**src/design/spq_pkg.sv**
```systemverilog
// ----------------------------------------------------------------------------
// spq_pkg: shared types and constants of the sorted priority queue
// Holds the queue depth, the entry and command structs that run along the
// cell chain, and the status codes of a result.
// ----------------------------------------------------------------------------
package spq_pkg;

	localparam int DEPTH = 16;
	localparam int CNT_W = $clog2(DEPTH + 1);
	localparam int TAG_W = 16;
	localparam int PRI_W = 16;
	localparam int OCC_W = 5;

	localparam logic [1:0] ST_INSERTED  = 2'd0;
	localparam logic [1:0] ST_REMOVED   = 2'd1;
	localparam logic [1:0] ST_OVERFLOW  = 2'd2;
	localparam logic [1:0] ST_UNDERFLOW = 2'd3;

	// one stored job, vld marks an occupied slot
	typedef struct packed {
		logic                    vld;
		logic [TAG_W-1:0]        tag;
		logic signed [PRI_W-1:0] pri;
	} spq_entry_t;

	// command broadcast to every cell in the chain
	typedef struct packed {
		logic                    ins;
		logic                    rem;
		logic [TAG_W-1:0]        tag;
		logic signed [PRI_W-1:0] pri;
	} spq_cmd_t;

endpackage

```
**src/design/spq_cell.sv**
```systemverilog
// ----------------------------------------------------------------------------
// spq_cell: one slot of the sorted chain
// Keeps its own entry, keeps it, takes the new job or takes its upper
// neighbor's entry on insert, and takes its lower neighbor's entry on remove.
// ----------------------------------------------------------------------------
module spq_cell (
	input  logic               clk,
	input  logic               arst_n,
	input  spq_pkg::spq_cmd_t   cmd,
	input  spq_pkg::spq_entry_t prev_ent,
	input  logic               prev_gt,
	input  spq_pkg::spq_entry_t next_ent,
	output spq_pkg::spq_entry_t ent,
	output logic               gt
);
	import spq_pkg::*;

	logic                    vld_q;
	logic [TAG_W-1:0]        tag_q;
	logic signed [PRI_W-1:0] pri_q;
	spq_entry_t              ent_q;
	spq_entry_t              ent_d;

	assign ent_q = {vld_q, tag_q, pri_q};

	// stored entry strictly ahead of the new job
	assign gt = ent_q.vld && ($signed(ent_q.pri) > $signed(cmd.pri));

	always_comb begin
		ent_d = ent_q;
		if (cmd.ins) begin
			if (!gt) begin
				if (prev_gt) begin
					ent_d.vld = 1'b1;
					ent_d.tag = cmd.tag;
					ent_d.pri = cmd.pri;
				end else begin
					ent_d = prev_ent;
				end
			end
		end else if (cmd.rem) begin
			ent_d = next_ent;
		end
	end

	always_ff @(posedge clk or negedge arst_n) begin
		if (!arst_n) begin
			vld_q <= 1'b0;
		end else begin
			vld_q <= ent_d.vld;
		end
	end

	always_ff @(posedge clk) begin
		tag_q <= ent_d.tag;
		pri_q <= ent_d.pri;
	end

	assign ent = ent_q;

endmodule

```
**src/design/sorted_priority_queue.sv**
```systemverilog
// ----------------------------------------------------------------------------
// sorted_priority_queue: bounded priority queue on a sorted cell chain
// Top level: command decode, occupancy count, result register and the chain.
// ----------------------------------------------------------------------------
// The queue holds up to DEPTH jobs in a row of cells kept sorted by signed
// priority, the highest at cell 0. No command ever stalls: all
// cells compare the new priority at once and each keeps, takes the new job or
// shifts, so busy never rises and a new start is taken in every cycle. The
// result (status, removed tag and priority, occupancy after the command)
// appears on the cycle after the transfer, with done high for exactly that one
// cycle; it is not held, so the receiver must take it then. Among equal
// priorities the newest job is served first. An insert into a full queue
// reports overflow and a remove from an empty one underflow; neither changes
// the contents. occupancy is the count modulo 32.
module sorted_priority_queue (
	input  logic                             clk,
	input  logic                             arst_n,
	input  logic                             start,
	output logic                             busy,
	input  logic                             func,
	input  logic [spq_pkg::TAG_W-1:0]        job_tag,
	input  logic signed [spq_pkg::PRI_W-1:0] priority_req,
	output logic                             done,
	output logic [1:0]                       status,
	output logic [spq_pkg::TAG_W-1:0]        out_tag,
	output logic signed [spq_pkg::PRI_W-1:0] out_priority,
	output logic [spq_pkg::OCC_W-1:0]        occupancy
);
	import spq_pkg::*;

	// command and count
	logic             xfer;
	logic             full;
	logic             empty;
	logic [CNT_W-1:0] cnt_q;
	logic [CNT_W-1:0] cnt_d;
	spq_cmd_t         cmd;

	// chain wiring
	spq_entry_t       ent   [DEPTH];
	logic             gt    [DEPTH];

	// result register
	logic                    done_q;
	logic [1:0]              status_q;
	logic [TAG_W-1:0]        tag_q;
	logic signed [PRI_W-1:0] pri_q;
	logic [CNT_W-1:0]        occ_q;
	logic [1:0]              status_d;

	// no command ever stalls, so busy is tied low
	assign busy  = 1'b0;
	assign xfer  = start && !busy;
	assign full  = (cnt_q == CNT_W'(DEPTH));
	assign empty = (cnt_q == '0);

	assign cmd.ins = xfer && !func && !full;
	assign cmd.rem = xfer && func && !empty;
	assign cmd.tag = job_tag;
	assign cmd.pri = priority_req;

	always_comb begin
		cnt_d = cnt_q;
		if (cmd.ins) begin
			cnt_d = cnt_q + CNT_W'(1);
		end else if (cmd.rem) begin
			cnt_d = cnt_q - CNT_W'(1);
		end
	end

	always_comb begin
		if (!func) begin
			status_d = full ? ST_OVERFLOW : ST_INSERTED;
		end else begin
			status_d = empty ? ST_UNDERFLOW : ST_REMOVED;
		end
	end

	// the chain: cell 0 is the head, neighbors beyond the ends read as empty
	for (genvar i = 0; i < DEPTH; i++) begin : g_cell
		spq_entry_t prev_ent;
		spq_entry_t next_ent;
		logic       prev_gt;

		if (i == 0) begin : g_head
			assign prev_ent = '0;
			assign prev_gt  = 1'b1;
		end else begin : g_mid
			assign prev_ent = ent[i-1];
			assign prev_gt  = gt[i-1];
		end

		if (i == DEPTH - 1) begin : g_tail
			assign next_ent = '0;
		end else begin : g_body
			assign next_ent = ent[i+1];
		end

		spq_cell u_cell (
			.clk      (clk),
			.arst_n   (arst_n),
			.cmd      (cmd),
			.prev_ent (prev_ent),
			.prev_gt  (prev_gt),
			.next_ent (next_ent),
			.ent      (ent[i]),
			.gt       (gt[i])
		);
	end

	always_ff @(posedge clk or negedge arst_n) begin
		if (!arst_n) begin
			cnt_q  <= '0;
			done_q <= 1'b0;
		end else begin
			cnt_q  <= cnt_d;
			done_q <= xfer;
		end
	end

	// result payload, head entry only reported on a real remove
	always_ff @(posedge clk) begin
		if (xfer) begin
			status_q <= status_d;
			occ_q    <= cnt_d;
			if (cmd.rem) begin
				tag_q <= ent[0].tag;
				pri_q <= ent[0].pri;
			end else begin
				tag_q <= '0;
				pri_q <= '0;
			end
		end
	end

	assign done         = done_q;
	assign status       = status_q;
	assign out_tag      = tag_q;
	assign out_priority = pri_q;
	assign occupancy    = OCC_W'(occ_q);

	// head is occupied exactly when the count is nonzero
	a_head_vld: assert property (@(posedge clk) disable iff (!arst_n)
		ent[0].vld == (cnt_q != '0))
		else $error("head valid disagrees with count");

	// the two front cells stay in priority order
	a_sorted: assert property (@(posedge clk) disable iff (!arst_n)
		(ent[0].vld && ent[1].vld) |-> ($signed(ent[0].pri) >= $signed(ent[1].pri)))
		else $error("chain out of order");

	// a completed insert grows the count by one
	a_ins_cnt: assert property (@(posedge clk) disable iff (!arst_n)
		cmd.ins |=> (cnt_q == $past(cnt_q) + CNT_W'(1)))
		else $error("insert did not bump count");

	// an inserted job with the top priority lands at the head
	a_ins_head: assert property (@(posedge clk) disable iff (!arst_n)
		(cmd.ins && !gt[0]) |=> (ent[0].tag == $past(job_tag)))
		else $error("top priority job not at head");

	// a refused command leaves the count alone
	a_refused: assert property (@(posedge clk) disable iff (!arst_n)
		(xfer && !cmd.ins && !cmd.rem) |=> $stable(cnt_q))
		else $error("refused command changed count");

endmodule
```
**config.mk**
```make
export PLATFORM = sky130hd
export DESIGN_NAME = sorted_priority_queue
export DESIGN_NICKNAME = d
export VERILOG_FILES = /design/src/design/spq_pkg.sv /design/src/design/spq_cell.sv /design/src/design/sorted_priority_queue.sv
export SDC_FILE = /design/constraint.sdc
export NUM_CORES = 2
export LEC_CHECK = 0
export CAP_MARGIN = 40
export CORE_MARGIN = 5
export CORE_UTILIZATION = 35
export DETAILED_ROUTE_END_ITERATION = 8
export DONT_BUFFER_PORTS = 1
export MAX_ROUTING_LAYER = met4
export REMOVE_ABC_BUFFERS = 1
export SLEW_MARGIN = 20
export SYNTH_ARGS = -nofsm -noshare
export SYNTH_HDL_FRONTEND = slang
export SYNTH_SLANG_ARGS = --single-unit
```
**constraint.sdc**
```tcl
create_clock -name clk -period 5.6 [get_ports clk]
set_input_delay 0.28 -clock clk [delete_from_list [all_inputs] [get_ports clk]]
set_output_delay 0.28 -clock clk [all_outputs]
set_load 0.005 [all_outputs]
```
# Word-level counts from Yosys, hierarchy flattened
# Cells that the tools add are included.
[word_totals] out_inout_bits=41 register_bits=573
[op_classes] n_addsub=2 muxes=68 n_eq_ne=17 reduce_logical=41 magnitude_cmp=16
[op_table] op="33-bit 2-to-1 mux" count=63
[op_table] op="16-bit > comparator" count=16
[op_table] op="2-bit != test, second input constant" count=16
[op_table] op="2-bit AND reduction" count=16
[op_table] op="1-bit logical AND" count=20
[op_table] op="5-bit 2-to-1 mux" count=2
[op_table] op="2-bit 2-to-1 mux" count=3
[op_table] op="5-bit by 1-bit adder with 5-bit output, second input constant" count=1
[op_table] op="5-bit == test, second input constant" count=1
[op_table] op="5-bit logical NOT" count=1
[op_table] op="5-bit by 1-bit subtractor with 5-bit output, second input constant" count=1
[op_table] op="1-bit logical NOT" count=3
[op_table] op="2-bit nonzero test" count=1

# Logic depth before layout (Yosys ltp)
[depth] ltp_word=5 ltp_mapped=11

# Modules after synthesis
# From an unflattened synthesis, not the netlist that was laid out.
[hier_totals] cells_unflattened=3407 area_unflattened_um2=35427.7
[modules_own_cells] module="spq_cell (g_cell[0].u_cell ...)" instances=10 area_each_um2=2092.0 cells_each=205
[modules_own_cells] module="spq_cell (g_cell[4].u_cell ...)" instances=6 area_each_um2=2099.5 cells_each=204
[modules_own_cells] module="sorted_priority_queue" instances=1 area_each_um2=1910.6 cells_each=133

# Worst setup path before layout
# No wires, ideal clock.
[synth_timing] path_kind="input-to-reg" from="input port priority_req[15] (netlist name)" to="register g_cell[11].u_cell.pri_q[0], enable pin" path_stages=11 arrival_ps=4647 n_path_buf=3 path_slack_ps=488 setup_ps=466 cell_sequence="inv_1 > ha_1 > nand4_1 > nor4_1 > a221oi_1 > or2_2 > clkbuf_1 > and3_1 > buf_2 > clkbuf_1 > o21ai_0"
[synth_between] elab_chain_len=4
[synth_rtl] item="start, declared" line="sorted_priority_queue.sv:22" text="input logic signed [spq_pkg::PRI_W-1:0] priority_req,"
[synth_rtl] item="16-bit > comparator" line="spq_cell.sv:27" text="assign gt = ent_q.vld && ($signed(ent_q.pri) > $signed(cmd.pri));"
[synth_rtl] item="1-bit logical AND" line="spq_cell.sv:27"
[synth_rtl] item="2-bit != test (no source line)"
[synth_rtl] item="2-bit AND reduction (no source line)"
[synth_rtl] item="end signal, assigned" line="spq_cell.sv:56" text="pri_q <= ent_d.pri;"
[synth_rtl] item="end, declared" line="spq_cell.sv:20" text="logic signed [PRI_W-1:0] pri_q;"
# No other way between the ends.
# A chain may end at the register's enable or synchronous reset.

# Final worst setup path
[layout_timing] from="register g_cell[10].u_cell.pri_q[2]" to="register g_cell[10].u_cell.pri_q[0], enable pin"
[layout_between] elab_chain_len=4
[layout_rtl] item="start, declared" line="spq_cell.sv:20"
[layout_rtl] item="start signal, assigned" line="spq_cell.sv:56"
[layout_rtl] item="16-bit > comparator" line="spq_cell.sv:27"
[layout_rtl] item="1-bit logical AND" line="spq_cell.sv:27"
[layout_rtl] item="2-bit != test (no source line)"
[layout_rtl] item="2-bit AND reduction (no source line)"
# No other way between the ends.

==> flow_summary_export.csv <==
group,metric,value,unit
critical_path,cp-start-kind,"flip-flop",
route,ant_nets,0,
clocking,htreeDepth,3,
grt,globalRoute.totalOverflow,0,
route,vias_per_cell,6.185,
critical_path,required,5.89,ns
synth,synthTopCellsByArea,"edfxtp_1, ha_1, nand4_1",
critical_path,path_cells,"ha_1, a21oi_1, o221ai_1, a221o_1, o211ai_1, buf_4, and2_1, buf_4, a21o_1, buf_4",
timing,max_slew_margin,40.57,%
timing,rsz0062_at_grt,"no",
route,wire_per_inst,24.45,um
critical_path,crit_buf_inv,3,
route,via_count,27821,
critical_path,arrival,4.23,ns
floorplan,io_pins,77,
placed_design,hpwl,76100,um
floorplan,die_height,323.1,um
floorplan,coreArea,0.09699,mm2
finish,final_common_cell,"nand2_1",
synth,synth_area,0.03430,mm2
pwr,finalPower,17.48,mW
finish,nets,3464,
synth,synth_area_leader_cell,"edfxtp_1",
timing,tightest_slew,0.8893,ns
timing,fin_skew,0.02017,ns
placed_design,gp_congestion,0.8777,
critical_path,cp_slowest_cell,"a21o_1",
grt,grt_max_degree,149,
grt,grt_usage,21.02,%
pwr,ir_drop,0.0002798,V
finish,layout-drive-gt1-share,7.420,%
synth,ys_types,62,
finish,area_growth,10.64,%
min_path,hp-class,"in -> reg",
synth,synth-seq-area-share,49.84,%
grt,grt_pass1_vias,28125,
route,drt-pass1-iter-count,6,
clocking,clk_pin_slew,0.06,ns
clocking,clock-root-buffer,"clkbuf_16",
timing,period_share,70.28,%
critical_path,crit_path_end_kind,"flip-flop",
synth,ys.flop_type,"edfxtp_1",
clocking,cts_buffers,67,
synth,synth.top_cell.area_share,48.23,%
clocking,cts_setup_buffers,0,
pwr,power.leakage,13.87,nW
route,first_iter_violations,2498,
floorplan,die-area,0.1044,mm2
flow_run,drv_cap,0,
synth,yosysWarnings,0,
timing,fmaxAchievable,0.2541,GHz
synth,post_synth.cell_area_avg,10.37,um2
placed_design,portBuffers,0,
finish,layout_common_cells,"nand2_1, edfxtp_1, nand4_1",
route,routed_wl,110000,um
clocking,cts_sinks,573,
timing,hold_viol,0,
grt,grt_first_pass_wirelength,169300,um
clocking,clkLatencyLatePin,0.62,ns
floorplan,die_w,323.1,um
synth,synth_edf_count,551,
synth,ys_ff_latch,573,
synth,netlist_instances,3307,
pwr,powerDensity,460.6,mW/mm2
critical_path,crit_fanout,34,
timing,period_needed,3.936,ns
floorplan,start_util,35.37,%
critical_path,critPathMostFrequentCell,"buf_4",
timing,setup_viol_count_final,0,
synth,async_flop_share,3.839,%
timing,slew_viol_final,0,
clocking,ctsResizeCount,0,
clocking,clk_path_buf_depth,3,
route,drc,0,
floorplan,rows,114,
critical_path,path_delay_family,"compound AO/OA/AOI/OAI gates",
finish,fillers,9477,
status,outcome,"finished clean",
timing,timing.setup.tns,0,ns
clocking,cts_tree,"yes",
critical_path,path_class,"reg -> reg",
critical_path,critPathMaxStageDelay,0.65,ns
grt,antenna_found_initial,1,
[area by class of cell]
| cell class | count | area (um2) | share of cell area (%) |
|---|---|---|---|
| Sequential cell | 573 | 17100 | 45.05 |
| Clock buffer | 91 | 1849 | 4.873 |
| Multi-Input combinational cell | 2333 | 15680 | 41.31 |
| Antenna cell | 1 | 2.502 | 0.006593 |
| Clock inverter | 29 | 302.8 | 0.7978 |
| Timing Repair Buffer | 119 | 1140 | 3.003 |
| Tap cell | 1276 | 1597 | 4.207 |
| Inverter | 76 | 285.3 | 0.7517 |
[logic make-up after synthesis]
group | after synthesis | synth area share [%]
buffers and inverters | 401 | 4.581
AO/OA/AOI/OAI | 738 | 16.16
AND/OR/NAND/NOR | 1298 | 18.90
XOR/XNOR | 5 | 0.1277
adder cells (fa/ha/maj) | 258 | 9.411
multiplexers | 33 | 0.9630
flip-flops | 573 | 49.84
other | 1 | 0.01093
[cells in the mapped netlist, types with 4 or more instances]
cell / number
nand2_1: 630
nor3_1: 15
buf_6: 4
o211ai_2: 28
nand4b_1: 18
o211ai_1: 387
nor2_1: 24
ha_1: 258
edfxtp_1: 551
inv_1: 76
a221oi_1: 6
o221ai_1: 36
nand3_1: 40
o21ai_0: 31
buf_1: 13
a21oi_1: 106
nor2b_1: 12
a31o_2: 6
and3_1: 4
mux2i_1: 33
a22o_1: 6
o41a_1: 11
a21o_1: 25
nand2b_1: 12
buf_2: 26
dfrtp_1: 22
a221o_1: 10
nand4_1: 475
a41o_1: 16
o31a_1: 13
or3_1: 8
o22a_1: 15
clkbuf_1: 281
o31ai_1: 5
xnor2_1: 4
a31oi_1: 16
and2_1: 44
[worst paths after layout]
check / from / endpoint / slack, ns / cells past startpoint
max reg2reg: g_cell[10].u_cell.pri_q[2] / g_cell[10].u_cell.pri_q[0] / 1.66 / 10
min reg2reg: g_cell[15].u_cell.vld_q / g_cell[14].u_cell.vld_q / 0.51 / 2
max in group asynchronous: arst_n / g_cell[2].u_cell.vld_q / 5.29 / 2
min in group asynchronous: arst_n / g_cell[7].u_cell.vld_q / 0.14 / 2
max: g_cell[10].u_cell.pri_q[2] / g_cell[10].u_cell.pri_q[0] / 1.66 / 10
min: priority_req[8] / g_cell[12].u_cell.pri_q[8] / 0.03 / 2
[repair_timing]
action / 4_1_cts / 5_1_grt
hold buffers: 16 / 0
setup endpoints to repair: 0 / 0
hold endpoints to repair: 78 / 0
[state kept, by name, summed over array words and instances (netlist names)]
| name | cells |
|---|---|
| done | 1 |
| out_priority | 16 |
| status | 2 |
| g_cell.u_cell.pri_q | 256 |
| occupancy | 5 |
| g_cell.u_cell.vld_q | 16 |
| g_cell.u_cell.tag_q | 256 |
| cnt_q | 5 |
| out_tag | 16 |
[through the flow]
stage	util, %	cells	hold WS (ns)	worst slack, ns	cell area, um2
after CTS	39.04	4492	0.001653	1.719	37860
after detailed placement	36.62	4356	-0.01309	1.517	35520
after global placement	36.50	4349	-0.01331	1.503	35400
final	39.13	4498	0.03426	1.664	37950
after global routing	39.13	4498	0.03555	1.404	37950
after floorplan	-	2982	-0.01559	-10.46	33020
[per-layer routing]
metal	global-route usage (%)	vias up	share of wire, %
met2	34.94	956	49
met5	-	-	0
met1	26.99	13940	43
li1	-	12742	-
met4	6.600	0	2.7
met3	2.590	183	5.4
[report_power, final]
group	internal, mW	total (mW)	switching, mW	leakage (nW)
Combinational	1.87	5.75	3.88	7.22
Sequential	6.36	7.30	0.940	5.61
Clock	2.56	4.43	1.87	1.04
Note: power is estimated with default switching activity, not from simulation.
